<file path="config.mk">
export PLATFORM = sky130hd
export DESIGN_NAME = qog_cell
export DESIGN_NICKNAME = d
export VERILOG_FILES = /design/src/hw/rtl/qog_pkg.sv /design/src/hw/rtl/qog_cell.sv
export SDC_FILE = /design/constraint.sdc
export NUM_CORES = 1
export LEC_CHECK = 0
export BUFFER_PORTS_ARGS = -buffer_cell sky130_fd_sc_hd__buf_2
export CORE_MARGIN = 2
export CORE_UTILIZATION = 50
export CTS_CLUSTER_DIAMETER = 150
export DETAILED_ROUTE_END_ITERATION = 7
export PLACE_DENSITY = 0.85
export SETUP_SLACK_MARGIN = 0.02
export SLEW_MARGIN = 20
export SYNTH_ARGS = -nofsm -noshare
export SYNTH_HDL_FRONTEND = slang
export SYNTH_SLANG_ARGS = --single-unit
export TNS_END_PERCENT = 50
</file>
<file path="constraint.sdc">
create_clock -name aclk -period 4.4 [get_ports aclk]
set_input_delay 0.44 -clock aclk [delete_from_list [all_inputs] [get_ports aclk]]
set_output_delay 0.44 -clock aclk [all_outputs]
set_load 0.005 [all_outputs]
</file>
<file path="src/hw/rtl/qog_pkg.sv">
// ----------------------------------------------------------------------------
// qog_pkg: shared types and constants for the quadratic objective/gradient block
// Item structs, operation codes, controller states and the cell control bundle.
// ----------------------------------------------------------------------------
package qog_pkg;

    localparam int DEF_MAX_VARS = 16;   // default number of stored variables
    localparam int ELEM_LIMIT   = 16;   // element index field tops out here
    localparam int VAL_W        = 16;   // Q8.8 element width
    localparam int PROD_W       = 32;   // Q16.16 product width
    localparam int TRIPLE_W     = 48;   // x * Q * x product width
    localparam int ACC_W        = 40;   // per-element sums
    localparam int RES_W        = 64;   // Q24.24 result width
    localparam int CFG_W        = 5;    // active_vars register width
    localparam int ELEM_W       = 4;    // row / col / element index width

    // Operation codes of an input item
    typedef enum logic [1:0] {
        OP_WR_MATRIX = 2'd0,
        OP_WR_LINEAR = 2'd1,
        OP_WR_POINT  = 2'd2,
        OP_EVAL      = 2'd3
    } op_t;

    // Result kinds
    localparam logic KIND_OBJ  = 1'b0;
    localparam logic KIND_GRAD = 1'b1;

    typedef struct packed {
        logic [1:0]              operation;
        logic [ELEM_W-1:0]       row;
        logic [ELEM_W-1:0]       col;
        logic signed [VAL_W-1:0] value;
    } in_item_t;

    typedef struct packed {
        logic                    kind;
        logic [ELEM_W-1:0]       element;
        logic signed [RES_W-1:0] result_value;
        logic                    last;
    } out_item_t;

    typedef enum logic [2:0] {
        ST_IDLE,
        ST_WALK,
        ST_DRAIN,
        ST_OBJ,
        ST_GRAD
    } state_t;

    // Per-cell control
    typedef struct packed {
        logic x_we;      // load point element
        logic l_we;      // load linear term
        logic x_shift;   // rotate point ring
        logic acc_clr;   // clear gradient sum
        logic acc_shift; // rotate gradient sum ring
        logic add_en;    // fold a finished row product into this cell
    } cell_ctl_t;

endpackage

</file>
<file path="src/hw/rtl/qog_cell.sv">
// ----------------------------------------------------------------------------
// qog_cell: one element slot of the variable ring
// Holds a point element, a linear term and a gradient sum; the point and
// gradient sums rotate toward the head cell during the matrix walk.
// ----------------------------------------------------------------------------
module qog_cell import qog_pkg::*; (
    input  logic                    aclk,
    input  cell_ctl_t               ctl,
    input  logic signed [VAL_W-1:0] wr_value,
    input  logic signed [VAL_W-1:0] x_from,
    input  logic signed [ACC_W-1:0] acc_from,
    input  logic signed [ACC_W-1:0] add_val,
    output logic signed [VAL_W-1:0] x_q,
    output logic signed [VAL_W-1:0] l_q,
    output logic signed [ACC_W-1:0] acc_q
);

    logic signed [VAL_W-1:0] x_reg, x_next;
    logic signed [VAL_W-1:0] l_reg, l_next;
    logic signed [ACC_W-1:0] acc_reg, acc_next;

    // Point element: load or rotate
    always_comb begin
        x_next = x_reg;
        if (ctl.x_we) begin
            x_next = wr_value;
        end else if (ctl.x_shift) begin
            x_next = x_from;
        end
    end

    assign l_next = ctl.l_we ? wr_value : l_reg;

    // Gradient sum: clear, or take neighbor's sum plus an optional row product
    always_comb begin
        acc_next = acc_reg;
        if (ctl.acc_clr) begin
            acc_next = '0;
        end else if (ctl.acc_shift) begin
            acc_next = acc_from + (ctl.add_en ? add_val : ACC_W'(0));
        end
    end

    always_ff @(posedge aclk) begin
        x_reg   <= x_next;
        l_reg   <= l_next;
        acc_reg <= acc_next;
    end

    assign x_q   = x_reg;
    assign l_q   = l_reg;
    assign acc_q = acc_reg;

endmodule

</file>
## Word-level counts from Yosys, hierarchy flattened

Index checks and enable logic that the tools add are counted.

| word-level totals | value |
|---|---|
| flip-flop bits (word level) | 72 |
| bits of input ports | 119 |
| word-level logic and storage cells | 8 |

| operators by class | value |
|---|---|
| add/sub/neg operators | 1 |
| muxes and demuxes | 3 |
| reduce and logical (&&, ||, !) cells | 1 |

Operator list:

| operator | count |
|---|---|
| $add A40 B40 Y40 | 1 |
| $mux W40 | 1 |
| $mux W16 | 2 |
| $reduce_bool A2 Y1 | 1 |

## Depth between registers and ports, before layout

Gate-level depths: netlist of run 1.

| depth | value |
|---|---|
| depth after elaboration | 2 |
| mapped depth | 14 |

## Worst setup path after synthesis of run 1

No wires, ideal clock.

| path | value |
|---|---|
| kind | input to register |
| start point | in ctl[0] (netlist bit) |
| end point | reg acc_reg[38] (netlist: acc_q[38]) |
| library setup time | 0.133 ns |
| arrival time | 3.069 ns |
| data required time | 4.267 ns |
| slack | 1.198 ns |
| cell stages on the path | 14 |
| buffers on the path | 2 |
| path through | clkbuf_1 clkbuf_1 and2_1 ha_1 fa_1 a21oi_2 nor3_2 nor4_4 o211ai_2 a211oi_4 o21ai_2 a31oi_4 nand4b_1 nand4_1 |

| between the ends | value |
|---|---|
| longest elaborated chain between the ends | 2 |

Ends and longest elaborated chain:

| item | RTL line | text |
|---|---|---|
| start: declaration | qog_cell.sv:8 | `input cell_ctl_t ctl,` |
| $mux W40 | qog_cell.sv:40 | `acc_next = acc_from + (ctl.add_en ? add_val : ACC_W'(0));` |
| $add A40 B40 Y40 | qog_cell.sv:40 |  |
| end signal: assignment | qog_cell.sv:47 | `acc_reg <= acc_next;` |
| end: declaration | qog_cell.sv:20 | `logic signed [ACC_W-1:0] acc_reg, acc_next;` |

Every way passes these cells.
A chain may end at the register's enable or synchronous reset.

## Worst setup path in the final report of run 1

Ends and elaborated chain as after synthesis.

==> flow_summary.json, run 1 <==
{
  "rsz0062_at_grt": "no",
  "yosys.area.top_type_share_pct": 19.4,
  "post_drt_wl_per_cell_um": 15.8,
  "fin_worst_hold_slack_ps": 278,
  "timing.final.crit_period_ps": 3260,
  "switching_power_uw": 581,
  "grt_pass1_vias": 4569,
  "design.die.area_sq_um": 10700,
  "achievable-frequency_ghz": 0.307,
  "post-route-period-util_pct": 74.1,
  "layout_commonest_cell": "sky130_fd_sc_hd__buf_2",
  "mappedNetlistNets": 704,
  "worst_ir_drop_vdd_uv": 134,
  "layout_common_cells": "sky130_fd_sc_hd__buf_2 (190), sky130_fd_sc_hd__nor2_1 (59), sky130_fd_sc_hd__a21oi_1 (49), sky130_fd_sc_hd__dfxtp_1 (40)",
  "data_required_time_of_the_critical_path_ps": 4620,
  "grt-ovfl-total": 0,
  "placedCellCount": 843,
  "power.density_cell_area_nw_per_um2": 293,
  "tritoncts": "done",
  "detailedRoute.firstPassIterationCount": 5,
  "cpLargestDelayFamily": "compound AO/OA/AOI/OAI gates",
  "switching_share_pct": 32.3,
  "gp_congestion": 0.909,
  "synth-compound-area-share_pct": 19.1,
  "grt_antenna_before_repair": 0,
  "avgViaCountPerCell": 5.55,
  "start_kind": "primary input",
  "cell_int_power_mw": 1.22,
  "cts.clk_slew.worst_paths_ps": 80,
  "cp.arrival_ps": 3480,
  "cts-hold-fix-buffers": 0,
  "max_cap_viol_count": 0,
  "clock-root-buffer": "sky130_fd_sc_hd__clkbuf_8",
  "detailedPlace.worstSlack_ps": 821,
  "syn_avg_cell_area_sq_um": 9.09,
  "cp.buffers_inverters": 1,
  "hold_path.class": "primary input to register",
  "num_vias": 4762,
  "combinationalPowerShare_pct": 30.2,
  "synth_top_cell_by_area": "sky130_fd_sc_hd__edfxtp_1",
  "syn-cell-area_sq_um": 4950,
  "cts_made_buffers": 9,
  "clk_path_buf_depth": 2,
  "setup_slack_ps": 1140,
  "place.port_buffers": 190,
  "timing.final.setup_violations": 0,
  "grt_pass1_wl_um": 21600,
  "outcome": "finished, final reports clean",
  "detailedPlacementHpwl_um": 10400,
  "syn2layout_area_growth_pct": 23.9,
  "initial_drt_markers": 238,
  "clock_latency_ps": 340,
  "worst-setup-path-type": "primary input to register",
  "die_x_um": 104,
  "timing.critical_path.slowest_stage_cell": "sky130_fd_sc_hd__fa_1",
  "post_synth_and_or_nand_nor_area_fraction_pct": 18.6,
  "post_synth_mux_area_share_pct": 7.71,
  "postCtsSetupRepairBufs": 0,
  "drive_gt1_share_pct": 33.5,
  "synth_cell_type_count": 64,
  "placeableCoreArea_sq_um": 9680,
  "post_synthesis_share_of_cell_area_spent_on_full_adders_half_adders_and_majority_gates_pct": 10.3,
  "clock_sinks": 72,
  "synth_top_family_by_area": "compound AO/OA/AOI/OAI gates",
  "grt_start_max_net_pins": 42,
  "largest_fanout_of_any_net_on_the_critical_path": 40,
  "report.final.hold_viol_count": 0,
  "synth_async_sr_flop_share_pct": 0,
  "r2r_setup_slack_ps": 3550,
  "postRouteWirelength_um": 13600,
  "route.antenna.remaining_nets": 0,
  "synth_warnings": 0,
  "end_kind": "register",
  "detail_route.drc_violations": 0,
  "layout.filler_cells": 812,
  "share_clk_of_total_power_pct": 25.6,
  "clock_skew_ps": 0,
  "grt_use_total_pct": 24.4,
  "synth_edf_count": 32,
  "final_util_pct": 63.3,
  "initial_core_util_pct": 51.1,
  "fin_nets": 880,
  "cpPeakStageDelay_ps": 430,
  "timing.max_slew.rel_slack_pct": 30.3,
  "row_count": 36,
  "synthCells": 545,
  "synthFlopType": "sky130_fd_sc_hd__dfxtp_1",
  "die_y_um": 104,
  "finalSetupTns_ps": 0,
  "synth.ff_latch_count": 72,
  "post_cts.resized_instances": 0,
  "n_antenna_cell": 0,
  "timing.critical_path.cells": "buf_2 > and2_1 > ha_1 > fa_1 > a21oi_2 > nor3_2 > nor4_4 > o211ai_2 > a211oi_4 > o21ai_2 > a31oi_4 > nand4b_1 > nand4_1",
  "post_synth_xor_area_fraction_pct": 5.48,
  "sequentialPowerShare_pct": 44.2,
  "ios": 191,
  "worst_slew_pin_slew_ps": 1050,
  "post_layout_nonfiller_instances": 858,
  "power_leakage_nw": 3.00,
  "cts.htree.levels": 3,
  "seq_area_frac_synth_pct": 35.6,
  "timing.final.max_slew_violations": 0,
  "synthTopCellsByArea": "sky130_fd_sc_hd__edfxtp_1 (19%), sky130_fd_sc_hd__dfxtp_1 (16%), sky130_fd_sc_hd__ha_1 (9.9%), sky130_fd_sc_hd__a21oi_1 (5.0%), sky130_fd_sc_hd__and2_1 (4.9%)"
}
-- per-layer routing --
metal	up-vias	part of all wire [%]	GRT usage (%)
li1	2326	-	-
met1	2170	43	30.5
met2	239	48	41.9
met3	27	7.2	4.53
met4	0	2.2	9.27
met5	-	0	0
-- per-stage QoR --
| step | power, mW | cell area (sq um) |
|---|---|---|
| final | 1.80 | 6130 |
| after global routing | 1.90 | 6130 |
| after CTS | 1.80 | 6130 |
| after detailed placement | 1.35 | 5970 |
| after global placement | 1.33 | 5970 |
| after floorplan | 1.15 | 4950 |
-- cells in the mapped netlist (2+ instances only) --
cell,instances
sky130_fd_sc_hd__o221ai_1,2
sky130_fd_sc_hd__nor2_1,59
sky130_fd_sc_hd__a21o_2,2
sky130_fd_sc_hd__a21boi_0,2
sky130_fd_sc_hd__a21oi_1,49
sky130_fd_sc_hd__nor3_2,2
sky130_fd_sc_hd__buf_2,5
sky130_fd_sc_hd__a211oi_1,3
sky130_fd_sc_hd__nand3_1,11
sky130_fd_sc_hd__inv_1,15
sky130_fd_sc_hd__a21o_1,23
sky130_fd_sc_hd__and3_1,5
sky130_fd_sc_hd__and2_1,39
sky130_fd_sc_hd__o21ai_2,2
sky130_fd_sc_hd__o21ai_1,4
sky130_fd_sc_hd__mux2i_1,19
sky130_fd_sc_hd__o21bai_1,3
sky130_fd_sc_hd__nor3_1,8
sky130_fd_sc_hd__nand2_1,35
sky130_fd_sc_hd__ha_1,39
sky130_fd_sc_hd__nand4_1,14
sky130_fd_sc_hd__o21a_1,3
sky130_fd_sc_hd__edfxtp_1,32
sky130_fd_sc_hd__mux2_2,16
sky130_fd_sc_hd__buf_1,3
sky130_fd_sc_hd__dfxtp_1,40
sky130_fd_sc_hd__clkbuf_1,18
sky130_fd_sc_hd__xnor2_1,18
sky130_fd_sc_hd__o21ai_0,20
sky130_fd_sc_hd__xor2_1,13
sky130_fd_sc_hd__a31o_2,2
sky130_fd_sc_hd__a21oi_2,2
sky130_fd_sc_hd__a31oi_1,6
-- power by group through the flow --
stage	logic, mW	registers, mW	clock network, mW
finish	0.542	0.795	0.459
detailed placement	0.535	0.810	0
global route	0.595	0.802	0.499
floorplan	0.333	0.816	0
CTS	0.539	0.795	0.466
global placement	0.525	0.808	0
-- state kept, by name, summed over array words and instances (netlist names) --
signal and flops:
acc_q 40, l_q 16, x_q 16
-- logic make-up after synthesis --
| logic type | count (synthesis) |
|---|---|
| buf+inv | 42 |
| xor+xnor | 31 |
| flops | 72 |
| compound gates | 141 |
| mux | 36 |
| fa+ha+maj | 40 |
| simple gates | 183 |
-- area by class of cell --
| class | count | area [sq um] | share of cell area (%) |
|---|---|---|---|
| Timing Repair Buffer | 191 | 958 | 15.6 |
| Sequential cell | 72 | 1760 | 28.7 |
| Tap cell | 133 | 166 | 2.71 |
| Clock inverter | 6 | 37.5 | 0.612 |
| Inverter | 16 | 60.1 | 0.979 |
| Multi-Input combinational cell | 431 | 3030 | 49.3 |
| Clock buffer | 9 | 124 | 2.02 |
-- path summary, 6_finish.rpt --
check                      endpoint  depth (start not counted)                    from
max          acc_q[38]$_SDFFE_PP0P_                         13                  ctl[0]
min               l_q[11]$_DFFE_PP_                          1            wr_value[11]
max reg2reg  acc_q[39]$_SDFFE_PP0P_                          2  acc_q[39]$_SDFFE_PP0P_
min reg2reg  acc_q[35]$_SDFFE_PP0P_                          2  acc_q[35]$_SDFFE_PP0P_
No activity file was read; power rests on OpenSTA's default activity.
==> run 2: changes to the inputs <==
==> constraint.sdc (replaced) <==
create_clock -name aclk -period 3.3 [get_ports aclk]
set_input_delay 0.33 -clock aclk [delete_from_list [all_inputs] [get_ports aclk]]
set_output_delay 0.33 -clock aclk [all_outputs]
set_load 0.005 [all_outputs]
==> flow_summary.json, run 2 (synthesis results as in run 1) <==
{
  "placed_area_sq_um": 6000,
  "clock_latency_ps": 360,
  "timing.final.max_slew_violations": 0,
  "end_kind": "register",
  "clock-root-buffer": "sky130_fd_sc_hd__clkbuf_8",
  "placeableCoreArea_sq_um": 9680,
  "detailedRoute.firstPassIterationCount": 5,
  "clk_path_buf_depth": 2,
  "row_count": 36,
  "data_required_time_of_the_critical_path_ps": 3520,
  "cpLargestDelayFamily": "compound AO/OA/AOI/OAI gates",
  "die_y_um": 104,
  "timing.final.setup_violations": 0,
  "start_kind": "primary input",
  "outcome": "finished, final reports clean",
  "syn2layout_area_growth_pct": 26.0,
  "detailedPlacementHpwl_um": 10400,
  "timing.max_slew.rel_slack_pct": 48.3,
  "power.density_cell_area_nw_per_um2": 425,
  "timing.critical_path.cells": "buf_2 > and2_1 > ha_1 > fa_1 > a21oi_2 > nor3_2 > nor4_4 > o211ai_2 > a211oi_4 > o21ai_2 > a31oi_4 > nand4b_1 > nand4_1",
  "cp.arrival_ps": 3180,
  "drive_gt1_share_pct": 33.9,
  "num_vias": 4716,
  "tritoncts": "done",
  "gp_congestion": 0.930,
  "report.final.hold_viol_count": 0,
  "worst_ir_drop_vdd_uv": 222,
  "initial_drt_markers": 230,
  "cts.htree.levels": 3,
  "grt_pass1_wl_um": 22200,
  "fin_nets": 883,
  "clock_skew_ps": 0,
  "worst_slew_pin_slew_ps": 774,
  "detail_route.drc_violations": 0,
  "layout_commonest_cell": "sky130_fd_sc_hd__buf_2",
  "power_leakage_nw": 3.04,
  "die_x_um": 104,
  "n_antenna_cell": 0,
  "largest_register_ff_count": 40,
  "cts.clk_slew.worst_paths_ps": 70,
  "clock_sinks": 72,
  "cts_made_buffers": 9,
  "rsz0062_at_grt": "no",
  "post-route-period-util_pct": 89.5,
  "initial_core_util_pct": 51.1,
  "stdcell_area_sq_um": 6240,
  "cpPeakStageDelay_ps": 420,
  "timing.critical_path.slowest_stage_cell": "sky130_fd_sc_hd__fa_1",
  "post_drt_wl_per_cell_um": 15.9,
  "largest_fanout_of_any_net_on_the_critical_path": 15,
  "max_cap_viol_count": 0,
  "cts-hold-fix-buffers": 0,
  "timing.final.crit_period_ps": 2950,
  "cp.buffers_inverters": 1,
  "layout_common_cells": "sky130_fd_sc_hd__buf_2 (190), sky130_fd_sc_hd__nor2_1 (59), sky130_fd_sc_hd__a21oi_1 (49), sky130_fd_sc_hd__dfxtp_1 (40)",
  "hold_path.class": "primary input to register",
  "achievable-frequency_ghz": 0.338,
  "grt_pass1_vias": 4691,
  "avgViaCountPerCell": 5.47,
  "design.die.area_sq_um": 10700,
  "route.antenna.remaining_nets": 0,
  "postRouteWirelength_um": 13700,
  "finalSetupTns_ps": 0,
  "ios": 191,
  "grt_start_max_net_pins": 41,
  "grt-ovfl-total": 0,
  "place.port_buffers": 190,
  "postCtsSetupRepairBufs": 0,
  "post_cts.resized_instances": 0,
  "grt_use_total_pct": 25.2,
  "grt_antenna_before_repair": 0,
  "worst-setup-path-type": "primary input to register"
}
run 2: final cells by class:
class	instances	area (sq um)
multi-input cells	431	3030
well taps	133	166
clock inverters	7	120
fillers	798	3440
flip-flops and latches	72	1760
inverters	16	60.1
clock buffers	9	124
repair buffers	194	981
run 2: power by group:
part | switching, mW | total, mW | internal (mW)
clock network | 0.362 | 0.865 | 0.503
registers | 0.0356 | 1.06 | 1.02
logic | 0.394 | 0.728 | 0.334
total | 0.792 | 2.65 | 1.86
run 2: path summary, 6_finish.rpt:
path	startpoint	end	slack, ps	depth (start not counted)
worst min register to register	acc_q[34]$_SDFFE_PP0P_	acc_q[34]$_SDFFE_PP0P_	470	2
worst min-delay path	wr_value[11]	l_q[11]$_DFFE_PP_	160	1
worst max register to register	acc_q[39]$_SDFFE_PP0P_	acc_q[39]$_SDFFE_PP0P_	2470	2
worst max-delay path	ctl[0]	acc_q[38]$_SDFFE_PP0P_	350	13
run 2: metrics by stage:
stage | utilization, % | worst slack (ps) | total power, mW | hold WS (ps) | std cells
final | 64.4 | 345 | 2.65 | 158 | 862
after global routing | 64.4 | 126 | 2.79 | 144 | 862
after CTS | 64.4 | 374 | 2.66 | 146 | 862
after detailed placement | 61.9 | -1.99 | 1.80 | 460 | 846
after global placement | 61.9 | 127 | 1.78 | 449 | 846
after floorplan | - | 208 | 1.53 | 429 | 545
run 2: routing by layer:
metal	global-route usage, %	wire length, um
met4	7.63	207
met3	5.16	1060
met5	0	0
met2	43.3	6520
met1	32.0	5900
==> run 3: changes to the inputs <==
--- a/config.mk
+++ b/config.mk
@@ -6,11 +6,13 @@
 export NUM_CORES = 1
 export LEC_CHECK = 0
 export BUFFER_PORTS_ARGS = -buffer_cell sky130_fd_sc_hd__buf_2
+export CAP_MARGIN = 0
 export CORE_MARGIN = 2
 export CORE_UTILIZATION = 50
 export CTS_CLUSTER_DIAMETER = 150
 export DETAILED_ROUTE_END_ITERATION = 7
 export PLACE_DENSITY = 0.85
+export RECOVER_POWER = 50
 export SETUP_SLACK_MARGIN = 0.02
 export SLEW_MARGIN = 20
 export SYNTH_ARGS = -nofsm -noshare
==> flow_summary.json, run 3 (synthesis results as in run 1) <==
{
  "place.port_buffers": 190,
  "die_y_um": 104,
  "post_drt_wl_per_cell_um": 15.9,
  "r2r-start": "acc_q[39]$_SDFFE_PP0P_",
  "outcome": "finished with violations",
  "combinationalPowerShare_pct": 27.3,
  "cts.htree.levels": 3,
  "fin_nets": 883,
  "detailedRoute.firstPassIterationCount": 5,
  "drive_gt1_share_pct": 30.2,
  "largest_fanout_of_any_net_on_the_critical_path": 15,
  "tritoncts": "done",
  "detailedPlacementHpwl_um": 10400,
  "grt_antenna_before_repair": 0,
  "num_vias": 4738,
  "cp.buffers_inverters": 1,
  "grt_use_total_pct": 25.2,
  "post_cts.resized_instances": 0,
  "area.sequential_sq_um": 1760,
  "n_antenna_cell": 0,
  "avgViaCountPerCell": 5.50,
  "row_count": 36,
  "design.die.area_sq_um": 10700,
  "initial_core_util_pct": 51.1,
  "clock_sinks": 72,
  "syn2layout_area_growth_pct": 25.3,
  "grt_pass1_vias": 4691,
  "power_leakage_nw": 2.96,
  "clock_latency_ps": 360,
  "placeableCoreArea_sq_um": 9680,
  "timing.critical_path.cells": "buf_2 > and2_1 > ha_1 > fa_1 > a21oi_2 > nor3_2 > nor4_4 > o211ai_2 > a211oi_4 > o31a_1 > a31oi_1 > xnor2_1 > a211oi_2",
  "clk_path_buf_depth": 2,
  "achievable-frequency_ghz": 0.336,
  "die_x_um": 104,
  "largest_register_ff_count": 40,
  "sequentialPowerShare_pct": 40.0,
  "rsz0062_at_grt": "no",
  "grt_start_max_net_pins": 41,
  "share_clk_of_total_power_pct": 32.7,
  "timing.final.crit_period_ps": 2980,
  "grt_pass1_wl_um": 22200,
  "clock_skew_ps": 0,
  "layout.filler_cells": 815,
  "cts-hold-fix-buffers": 0,
  "postRouteWirelength_um": 13700,
  "switching_power_uw": 795,
  "r2r_setup_slack_ps": 2400,
  "layout_commonest_cell": "sky130_fd_sc_hd__buf_2",
  "cts_made_buffers": 9,
  "switching_share_pct": 30.0,
  "multi_input_area_sq_um": 3030,
  "route.antenna.remaining_nets": 0,
  "postCtsSetupRepairBufs": 0,
  "fin_worst_hold_slack_ps": 155,
  "violations": "capacitance limit, slew limit",
  "hold_depth": 1,
  "finalSetupTns_ps": 0,
  "worst-setup-path-type": "primary input to register",
  "cp.arrival_ps": 3120,
  "timing.final.setup_violations": 0,
  "worst_ir_drop_vdd_uv": 223,
  "design_power_total_mw": 2.65,
  "layout_common_cells": "sky130_fd_sc_hd__buf_2 (166), sky130_fd_sc_hd__nor2_1 (59), sky130_fd_sc_hd__a21oi_1 (49), sky130_fd_sc_hd__dfxtp_1 (40)",
  "cell_int_power_mw": 1.86,
  "post-route-period-util_pct": 90.3,
  "hold_path.class": "primary input to register",
  "gp_congestion": 0.930,
  "detail_route.drc_violations": 0,
  "report.final.hold_viol_count": 0,
  "start_kind": "primary input",
  "worst_slew_pin_slew_ps": 2400,
  "reg2regPathDepth": 2,
  "timing.rr.end": "acc_q[39]$_SDFFE_PP0P_",
  "timing.max_slew.rel_slack_pct": -60.0,
  "end_kind": "register",
  "timing.critical_path.slowest_stage_cell": "sky130_fd_sc_hd__fa_1",
  "cpLargestDelayFamily": "compound AO/OA/AOI/OAI gates",
  "clock-root-buffer": "sky130_fd_sc_hd__clkbuf_8",
  "worst_hold_path.endpoint": "l_q[5]$_DFFE_PP_",
  "grt-ovfl-total": 0,
  "cpPeakStageDelay_ps": 420,
  "timing.final.max_slew_violations": 41,
  "max_cap_viol_count": 1,
  "initial_drt_markers": 317,
  "power.density_cell_area_nw_per_um2": 427,
  "cts.clk_slew.worst_paths_ps": 80,
  "ios": 191,
  "data_required_time_of_the_critical_path_ps": 3440,
  "min_from": "wr_value[5]"
}
run 3: cell types whose count changed in the layout (fill, tap and decap cells not counted):
cell                       change
sky130_fd_sc_hd__clkbuf_1     +25
sky130_fd_sc_hd__or2_2         -1
sky130_fd_sc_hd__buf_4         -1
sky130_fd_sc_hd__or2_0         +1
sky130_fd_sc_hd__mux2_1        +1
sky130_fd_sc_hd__buf_2        -24
sky130_fd_sc_hd__mux2_2        -1
run 3: final cells by class:
type                       count  area share (%)
clock inverter                 7            1.94
timing repair buffer         194            15.3
clock buffer                   9            2.00
inverter                      16           0.968
sequential                    72            28.4
multi-input combinational    431            48.8
tap                          133            2.68
run 3: per-layer routing:
metal	part of all wire (%)	global-route usage, %	wire length [um]
met4	1.4	7.63	195
met5	0	0	0
met1	43	32.0	5820
met3	8.5	5.16	1170
met2	47	43.3	6490
run 3: worst max-delay path by stage:
stage | start | to | slack, ps | cells past startpoint
after floorplan | ctl[0] | acc_q[38]$_SDFFE_PP0P_ | 210 | 14
after global placement | ctl[0] | acc_q[38]$_SDFFE_PP0P_ | 130 | 13
after detailed placement | ctl[0] | acc_q[38]$_SDFFE_PP0P_ | -2 | 13
after CTS | ctl[0] | acc_q[38]$_SDFFE_PP0P_ | 370 | 13
after global routing | ctl[0] | acc_q[36]$_SDFFE_PP0P_ | 100 | 13
final | ctl[0] | acc_q[36]$_SDFFE_PP0P_ | 320 | 13
run 3: metrics by stage:
step / worst slack, ps / util [%] / cells / instance area (sq um)
floorplan: 208 / - / 545 / 4950
global placement: 127 / 61.9 / 846 / 6000
detailed placement: -1.99 / 61.9 / 846 / 6000
CTS: 374 / 64.4 / 862 / 6240
global route: 98.7 / 64.1 / 862 / 6210
finish: 320 / 64.1 / 862 / 6210
run 3: worst reg2reg max path, stage by stage, from the launching register on:
cell and delay [ps]:
sky130_fd_sc_hd__dfxtp_1 340, sky130_fd_sc_hd__nor2_1 50, sky130_fd_sc_hd__a2111oi_1 400
run 3: power groups by stage:
stage	logic, mW	registers, mW	clock network (mW)
after floorplan	0.444	1.09	0
after global placement	0.701	1.08	0
after detailed placement	0.717	1.08	0
after CTS	0.724	1.06	0.880
after global routing	0.796	1.07	0.925
final	0.724	1.06	0.868
